## src/design/zpt_pkg.sv

```systemverilog
// Shared types and constants for the zigzag pivot tracker.
// No dependencies; imported by every module of the block.
`default_nettype none

package zpt_pkg;

  localparam int unsigned TimeW    = 32;
  localparam int unsigned ValW     = 32;
  localparam int unsigned TrendW   = ValW + 1;
  localparam int unsigned CntW     = 16;
  localparam int unsigned InDataW  = TimeW + ValW;
  localparam int unsigned OutDataW = ((TrendW + CntW + 7) / 8) * 8;
  localparam int unsigned OutPadW  = OutDataW - TrendW - CntW;

  localparam logic [CntW-1:0] CntMax = {CntW{1'b1}};

  // Item function codes
  typedef enum logic {
    FUNC_SAMPLE = 1'b0,
    FUNC_CLEAR  = 1'b1
  } func_e;

  // One input word as held in the input stage
  typedef struct packed {
    func_e                   func;
    logic [TimeW-1:0]        sample_time;
    logic signed [ValW-1:0]  sample_value;
  } item_t;

  // One result word
  typedef struct packed {
    logic signed [TrendW-1:0] trend;
    logic [CntW-1:0]          pivot_count;
  } result_t;

endpackage : zpt_pkg

`default_nettype wire

```

## src/design/zpt_in_reg.sv

```systemverilog
// Input stage: holds one accepted word until the tracker core takes it.
// Depends on zpt_pkg.
`default_nettype none

module zpt_in_reg (
  input  wire logic          clk_i,
  input  wire logic          rst_ni,
  input  wire logic          in_valid_i,
  output logic               in_ready_o,
  input  wire zpt_pkg::item_t in_item_i,
  output logic               item_valid_o,
  output zpt_pkg::item_t     item_o,
  input  wire logic          take_i
);
  import zpt_pkg::*;

  logic  valid_q;
  item_t item_q;

  // Accept whenever the stage is empty or its word leaves this cycle
  assign in_ready_o   = !valid_q || take_i;
  assign item_valid_o = valid_q;
  assign item_o       = item_q;

  // Track occupancy
  always_ff @(posedge clk_i or negedge rst_ni) begin
    if (!rst_ni) begin
      valid_q <= 1'b0;
    end else if (in_ready_o) begin
      valid_q <= in_valid_i;
    end
  end

  // Load payload on accept
  always_ff @(posedge clk_i) begin
    if (in_valid_i && in_ready_o) begin
      item_q <= in_item_i;
    end
  end

endmodule : zpt_in_reg

`default_nettype wire

```

## src/design/zpt_core.sv

```systemverilog
// Pivot state, configuration register and combinational next-state update of the zigzag.
// Depends on zpt_pkg.
`default_nettype none

module zpt_core (
  input  wire logic                     clk_i,
  input  wire logic                     rst_ni,
  input  wire logic                     cfg_valid_i,
  output logic                          cfg_ready_o,
  input  wire logic [zpt_pkg::TimeW-1:0] cfg_data_i,
  input  wire logic                     take_i,
  input  wire zpt_pkg::item_t            item_i,
  output zpt_pkg::result_t               result_o
);
  import zpt_pkg::*;

  logic [TimeW-1:0]       min_leg_time_q;
  logic [CntW-1:0]        cnt_q, cnt_d;
  logic signed [ValW-1:0] ov_q, ov_d;
  logic [TimeW-1:0]       lt_q, lt_d;
  logic signed [ValW-1:0] lv_q, lv_d;
  logic [TimeW-1:0]       pt_q, pt_d;
  logic signed [ValW-1:0] pv_q, pv_d;

  logic [TimeW-1:0]       t;
  logic signed [ValW-1:0] v;
  logic [TimeW+1:0]       leg_end;
  logic                   promote;
  logic signed [TrendW-1:0] diff;

  assign cfg_ready_o = 1'b1;
  assign t = item_i.sample_time;
  assign v = item_i.sample_value;

  // Promote once the pending point lies far enough past the last pivot
  assign leg_end = {2'b00, lt_q} + {2'b00, min_leg_time_q};
  assign promote = {2'b00, pt_q} >= leg_end;

  // Next pivot state for the word in the input stage
  always_comb begin
    cnt_d = cnt_q;
    ov_d  = ov_q;
    lt_d  = lt_q;
    lv_d  = lv_q;
    pt_d  = pt_q;
    pv_d  = pv_q;
    if (item_i.func == FUNC_CLEAR) begin
      cnt_d = '0;
    end else if (cnt_q == '0) begin
      lt_d  = t;
      lv_d  = v;
      pt_d  = t;
      pv_d  = v;
      cnt_d = CntW'(1);
    end else if (pv_q != v) begin
      // Pending point becomes a pivot
      if (promote) begin
        ov_d  = lv_q;
        lt_d  = pt_q;
        lv_d  = pv_q;
        cnt_d = (cnt_q == CntMax) ? cnt_q : cnt_q + CntW'(1);
        pt_d  = t;
        pv_d  = v;
      end
      // Extend the leg
      if (cnt_d == CntW'(1)) begin
        if (lv_d < pv_d) begin
          if (pv_d < v) begin
            pt_d = t;
            pv_d = v;
          end else if (lv_d > v) begin
            lv_d = pv_d;
            pt_d = t;
            pv_d = v;
          end
        end else if (lv_d > pv_d) begin
          if (pv_d > v) begin
            pt_d = t;
            pv_d = v;
          end else if (lv_d < v) begin
            lv_d = pv_d;
            pt_d = t;
            pv_d = v;
          end
        end else if (pv_d != v) begin
          pt_d = t;
          pv_d = v;
        end
      end else if (ov_d < lv_d) begin
        if (lv_d < pv_d) begin
          lt_d = pt_d;
          lv_d = pv_d;
        end else if (pv_d > v) begin
          pt_d = t;
          pv_d = v;
        end else if (lv_d < v) begin
          pt_d = t;
          pv_d = v;
          lt_d = t;
          lv_d = v;
        end
      end else begin
        if (lv_d > pv_d) begin
          lt_d = pt_d;
          lv_d = pv_d;
        end else if (pv_d < v) begin
          pt_d = t;
          pv_d = v;
        end else if (lv_d > v) begin
          pt_d = t;
          pv_d = v;
          lt_d = t;
          lv_d = v;
        end
      end
    end
  end

  // Leg difference of the updated pivots
  assign diff = {lv_d[ValW-1], lv_d} - {ov_d[ValW-1], ov_d};
  assign result_o.trend       = (cnt_d < CntW'(2)) ? '0 : diff;
  assign result_o.pivot_count = cnt_d;

  // Configuration register
  always_ff @(posedge clk_i or negedge rst_ni) begin
    if (!rst_ni) begin
      min_leg_time_q <= '0;
    end else if (cfg_valid_i && cfg_ready_o) begin
      min_leg_time_q <= cfg_data_i;
    end
  end

  // Advance the pivot state on each word taken
  always_ff @(posedge clk_i or negedge rst_ni) begin
    if (!rst_ni) begin
      cnt_q <= '0;
      ov_q  <= '0;
      lt_q  <= '0;
      lv_q  <= '0;
      pt_q  <= '0;
      pv_q  <= '0;
    end else if (take_i) begin
      cnt_q <= cnt_d;
      ov_q  <= ov_d;
      lt_q  <= lt_d;
      lv_q  <= lv_d;
      pt_q  <= pt_d;
      pv_q  <= pv_d;
    end
  end

`ifndef NO_ASSERTIONS
  a_clear_zeroes_count: assert property (@(posedge clk_i) disable iff (!rst_ni)
    take_i && item_i.func == FUNC_CLEAR |=> cnt_q == '0)
    else $error("pivot count not cleared");

  a_first_sample_is_pivot: assert property (@(posedge clk_i) disable iff (!rst_ni)
    take_i && item_i.func == FUNC_SAMPLE && cnt_q == '0 |=>
      cnt_q == CntW'(1) && lv_q == pv_q && lt_q == pt_q)
    else $error("first sample did not seed the pivot list");

  a_count_monotonic: assert property (@(posedge clk_i) disable iff (!rst_ni)
    take_i && item_i.func == FUNC_SAMPLE |=> cnt_q >= $past(cnt_q))
    else $error("pivot count dropped without a clear");

  a_idle_holds_state: assert property (@(posedge clk_i) disable iff (!rst_ni)
    !take_i |=> $stable(cnt_q) && $stable(lv_q) && $stable(pv_q) && $stable(ov_q))
    else $error("pivot state moved without a word");
`endif

endmodule : zpt_core

`default_nettype wire

```

## src/design/zpt_out_reg.sv

```systemverilog
// Result register: holds one result word for the output channel and
// decides when the core may take the next input word. Depends on zpt_pkg.
`default_nettype none

module zpt_out_reg (
  input  wire logic            clk_i,
  input  wire logic            rst_ni,
  input  wire logic            item_valid_i,
  input  wire zpt_pkg::result_t result_i,
  output logic                 take_o,
  output logic                 out_valid_o,
  input  wire logic            out_ready_i,
  output zpt_pkg::result_t      result_o
);
  import zpt_pkg::*;

  logic    valid_q;
  result_t result_q;

  // Take a word when the result slot is free or drains this cycle
  assign take_o      = item_valid_i && (!valid_q || out_ready_i);
  assign out_valid_o = valid_q;
  assign result_o    = result_q;

  always_ff @(posedge clk_i or negedge rst_ni) begin
    if (!rst_ni) begin
      valid_q <= 1'b0;
    end else if (!valid_q || out_ready_i) begin
      valid_q <= item_valid_i;
    end
  end

  always_ff @(posedge clk_i) begin
    if (take_o) begin
      result_q <= result_i;
    end
  end

endmodule : zpt_out_reg

`default_nettype wire

```

## src/design/zigzag_pivot_tracker_top.sv

```systemverilog
// Top level of the zigzag pivot tracker: stream ports and stage wiring.
// Depends on zpt_pkg, zpt_in_reg, zpt_core and zpt_out_reg.
`default_nettype none

// Follows price pivots in a stream of timestamped samples and returns, for
// every input word, one result word with the latest leg difference and the
// saturating pivot count. While the result side is ready, one word is taken
// per clock cycle. An input word passes the input register and then the
// result register before its result word is valid. A stalled result side
// first fills the result register, then the input register, and then drops
// s_axis_tready. The rate is set by the pivot state update, which is
// combinational, so the next word sees the registered state at once.
// min_leg_time is written on the configuration channel, which is always
// ready; write it only while no word is in flight.
module zigzag_pivot_tracker_top (
  input  wire logic                          clk_i,
  input  wire logic                          rst_ni,
  // Configuration: min_leg_time
  input  wire logic                          cfg_valid_i,
  output logic                               cfg_ready_o,
  input  wire logic [zpt_pkg::TimeW-1:0]      cfg_data_i,
  // Input words
  input  wire logic                          s_axis_tvalid,
  output logic                               s_axis_tready,
  input  wire logic [zpt_pkg::InDataW-1:0]    s_axis_tdata,  // [31:0] sample_time, [63:32] sample_value
  input  wire logic                          s_axis_tuser,  // [0] func
  // Result words
  output logic                               m_axis_tvalid,
  input  wire logic                          m_axis_tready,
  output logic [zpt_pkg::OutDataW-1:0]        m_axis_tdata   // [32:0] trend, [48:33] pivot_count
);
  import zpt_pkg::*;

  item_t   in_item;
  item_t   item;
  logic    item_valid;
  logic    take;
  result_t core_result;
  result_t out_result;

  // Unpack the input word
  assign in_item.func         = func_e'(s_axis_tuser);
  assign in_item.sample_time  = s_axis_tdata[TimeW-1:0];
  assign in_item.sample_value = s_axis_tdata[InDataW-1:TimeW];

  zpt_in_reg u_in_reg (
    .clk_i       (clk_i),
    .rst_ni      (rst_ni),
    .in_valid_i  (s_axis_tvalid),
    .in_ready_o  (s_axis_tready),
    .in_item_i   (in_item),
    .item_valid_o(item_valid),
    .item_o      (item),
    .take_i      (take)
  );

  zpt_core u_core (
    .clk_i      (clk_i),
    .rst_ni     (rst_ni),
    .cfg_valid_i(cfg_valid_i),
    .cfg_ready_o(cfg_ready_o),
    .cfg_data_i (cfg_data_i),
    .take_i     (take),
    .item_i     (item),
    .result_o   (core_result)
  );

  zpt_out_reg u_out_reg (
    .clk_i       (clk_i),
    .rst_ni      (rst_ni),
    .item_valid_i(item_valid),
    .result_i    (core_result),
    .take_o      (take),
    .out_valid_o (m_axis_tvalid),
    .out_ready_i (m_axis_tready),
    .result_o    (out_result)
  );

  // Pack the result word
  assign m_axis_tdata = {{OutPadW{1'b0}}, out_result.pivot_count, out_result.trend};

endmodule : zigzag_pivot_tracker_top

`default_nettype wire

```

## config.mk

```make
export PLATFORM = sky130hd
export DESIGN_NAME = zigzag_pivot_tracker_top
export DESIGN_NICKNAME = d
export VERILOG_FILES = /design/src/design/zpt_pkg.sv /design/src/design/zpt_in_reg.sv /design/src/design/zpt_core.sv /design/src/design/zpt_out_reg.sv /design/src/design/zigzag_pivot_tracker_top.sv
export SDC_FILE = /design/constraint.sdc
export NUM_CORES = 2
export LEC_CHECK = 0
export BUFFER_PORTS_ARGS = -buffer_cell sky130_fd_sc_hd__buf_2
export CELL_PAD_IN_SITES_DETAIL_PLACEMENT = 1
export CELL_PAD_IN_SITES_GLOBAL_PLACEMENT = 2
export CORE_MARGIN = 2
export CORE_UTILIZATION = 39
export CTS_CLUSTER_DIAMETER = 40
export CTS_CLUSTER_SIZE = 10
export DETAILED_ROUTE_END_ITERATION = 7
export PLACE_DENSITY_LB_ADDON = 0.1
export SYNTH_ARGS = -nofsm -noshare
export SYNTH_HDL_FRONTEND = slang
export SYNTH_HIERARCHICAL = 1
export SYNTH_SLANG_ARGS = --single-unit
```

## constraint.sdc

```tcl
create_clock -name clk_i -period 12.45 [get_ports clk_i]
set_input_delay 0 -clock clk_i [delete_from_list [all_inputs] [get_ports clk_i]]
set_output_delay 0 -clock clk_i [all_outputs]
set_load 0.01 [all_outputs]
```

==> flow_summary.toml <==
[detailed_routing]
firstDrtPassIters = 6
drtIter0Drc = 2630
drc = 0
vias_per_cell = 6.23
ant_nets = 0
drt-wirelength-per-cell_um = 27.2
routed_wirelength_um = 113000
dr_total_vias = 25900

[place]
hpwlAfterDp_um = 80500
pre_cts_ws_ns = -0.0966
port_buffers = 152
gp_congestion = 0.974

[critical_path]
r2r_cells = 54
critical_path_class = "register to register"
slowest_delay_ns = 0.47
end_kind = "register"
r2r-end = "u_out_reg/result_o[47]"
cp_slowest_cell = "or3_4"
path_common_cell = "buf_4"
cp.arrival_ns = 12.37
crit_path_max_fanout = 8
reg2reg_slack_ns = 0.55
worst_setup_path_start_kind = "register"
crit_required_ns = 12.92
r2r-start = "u_core/lt_q[0]"

[sta]
finalMaxSlewViolations = 0
finalSetupTns_ns = 0
hold_violations = 0
tightest_slew_ns = 1.20
slew-limit-headroom = 0.198
fmax_mhz = 84.0
final.setup.worst_slack_ns = 0.548
clock_skew_ns = 0.0254
fin_crit_ns = 11.90
setup_viol = 0
finalCritPeriodShare = 0.956

[grt]
grt_max_degree = 128
grt_pass1_vias = 26892
track_usage = 0.322
grt_pass1_wl_um = 171000
grt_overflow = 0
antenna_found_initial = 1

[job]
drv_cap = 0

[synth]
yosys-mux-area-fraction = 0.0857
ys_warn_count = 6
synthArstFlopShare = 0.648
yosysUniqueCellTypes = 90
synthFlopType = "dfrtp_1"
yosysSeqAreaShare = 0.333
avgSynthCellArea_um2 = 9.03
synth-seq-cells = 324
synth_xor_area_frac = 0.0339
yosys.area_share.adder = 0.109
synth_compound_area_frac = 0.243
synth_top_family_by_area = "compound AO/OA/AOI/OAI gates"
synthCells = 2889
yosys.area_share.simple = 0.135
synth_edf_count = 114
synthesis.area_um2 = 26100

[finish]
layout_common_cells = "nand2_1, nor2_1, ha_1"
final_util = 0.495
syn2layout_area_growth_pct = 25.1
fillers = 7530
multi_input_area_um2 = 16100
regArea_um2 = 8680
drive_above_1_share = 0.205
final_common_cell = "nand2_1"
fin_nets = 3561

[floorplan]
initial_core_util = 0.395
io_pins = 161
die_h_um = 263
rows = 94
core-area_um2 = 66000
die_area_um2 = 69000
fp.dieW_um = 263

[clocking]
clockBufferDepth = 3
cts_tree = "yes"
cts_buffers = 73
htreeDepth = 3
cts_sinks = 324
clockRootBuffer = "clkbuf_16"
path_clk_slew_ns = 0.05
insertion_delay_ns = 0.62

[hold_path]
hold_path_depth = 2
hp-start = "s_axis_tdata[6]"
hold_end = "u_in_reg/item_o[38]"
hold_class = "input port to register"

[status]
run_status = "finished clean"
==> registers in the layout (all words and copies together), names as in the netlist <==
signal and flops:
u_in_reg/item_o 65, u_core/ov_q 32, u_core/lt_q 32, u_out_reg/out_valid_o 1, u_out_reg/result_o 49, u_core/min_leg_time_q 32
u_core/lv_q 32, u_core/pt_q 32, u_in_reg/item_valid_o 1, u_core/cnt_q 16, u_core/pv_q 32
==> synthesized netlist by cell type, drive strengths merged, types with 46 or more instances <==
cell type	n	area, um2
nand2	273	1020
nor2	239	897
ha	225	2820
a21oi	220	1120
dfrtp	210	5260
inv	191	717
clkbuf	129	484
o21ai	123	623
mux2	118	1550
edfxtp	114	3420
xor2	70	613
a21o	69	518
mux2i	68	681
a222oi	63	631
buf	63	359
a211oi	52	395
nor3	47	235
o22ai	46	288
==> worst max-delay path by stage <==
stage               cells after the start           start                endpoint  slack (ns)
floorplan                              54  u_core/lt_q[1]  u_out_reg/result_o[46]        1.45
global placement                       56  u_core/lt_q[1]  u_out_reg/result_o[45]        0.32
detailed placement                     53  u_core/lt_q[1]  u_out_reg/result_o[45]        -0.1
CTS                                    55  u_core/lt_q[1]  u_out_reg/result_o[47]         0.1
global route                           52  u_core/lt_q[0]  u_out_reg/result_o[44]       -0.03
finish                                 54  u_core/lt_q[0]  u_out_reg/result_o[47]        0.55
==> what timing repair did <==
item,CTS,global route
resized for setup,3,39
endpoints found under the hold margin,188,0
hold buffers,102,0
pin swaps,1,7
setup endpoints to repair,6,22
cloned,0,2
buffers inserted,2,6
==> through the flow <==
step           cell area [um2]  hold WS (ns)  cells
5_1_grt                  32600        0.0868   4156
3_3_place_gp             28800        0.0420   3909
3_5_place_dp             28800        0.0573   3909
6_report                 32600        0.0934   4157
4_1_cts                  32400        0.0638   4148
2_1_floorplan            26100        -0.296   2895
==> cell families after synthesis <==
group / count (synthesis)
flops: 324
other cells: 2
compound gates: 895
simple gates: 770
mux: 186
xor+xnor: 101
fa+ha+maj: 227
buf+inv: 384
==> layer usage <==
metal	GRT usage	vias to the layer above	share of wire
met5	0	-	0
met4	0.0961	0	0.028
met3	0.0865	209	0.091
met2	0.480	1120	0.43
met1	0.454	13012	0.45
li1	-	11559	-
==> critical path: cells and delay by family (launching register included) <==
family | cells | cell delay, ns
DFF | 1 | 0.41
buffers and inverters | 7 | 1.19
xor gates and xnor gates | 1 | 0.09
AOI/OAI and AO/OA | 27 | 5.49
and+or+nand+nor | 14 | 3.01
adders and majority gates | 5 | 1.56
==> final cells by class <==
type	instances	area share
Multi-Input combinational cell	2188	0.493
Timing Repair Buffer	453	0.106
Sequential cell	324	0.266
Antenna cell	1	0.0000767
Inverter	192	0.0221
Clock inverter	51	0.0212
Clock buffer	84	0.0588
Tap cell	864	0.0331
Power is left out: the tool's default activity adds up to more than one toggle a clock period on the data nets, which glitch-free logic cannot reach.
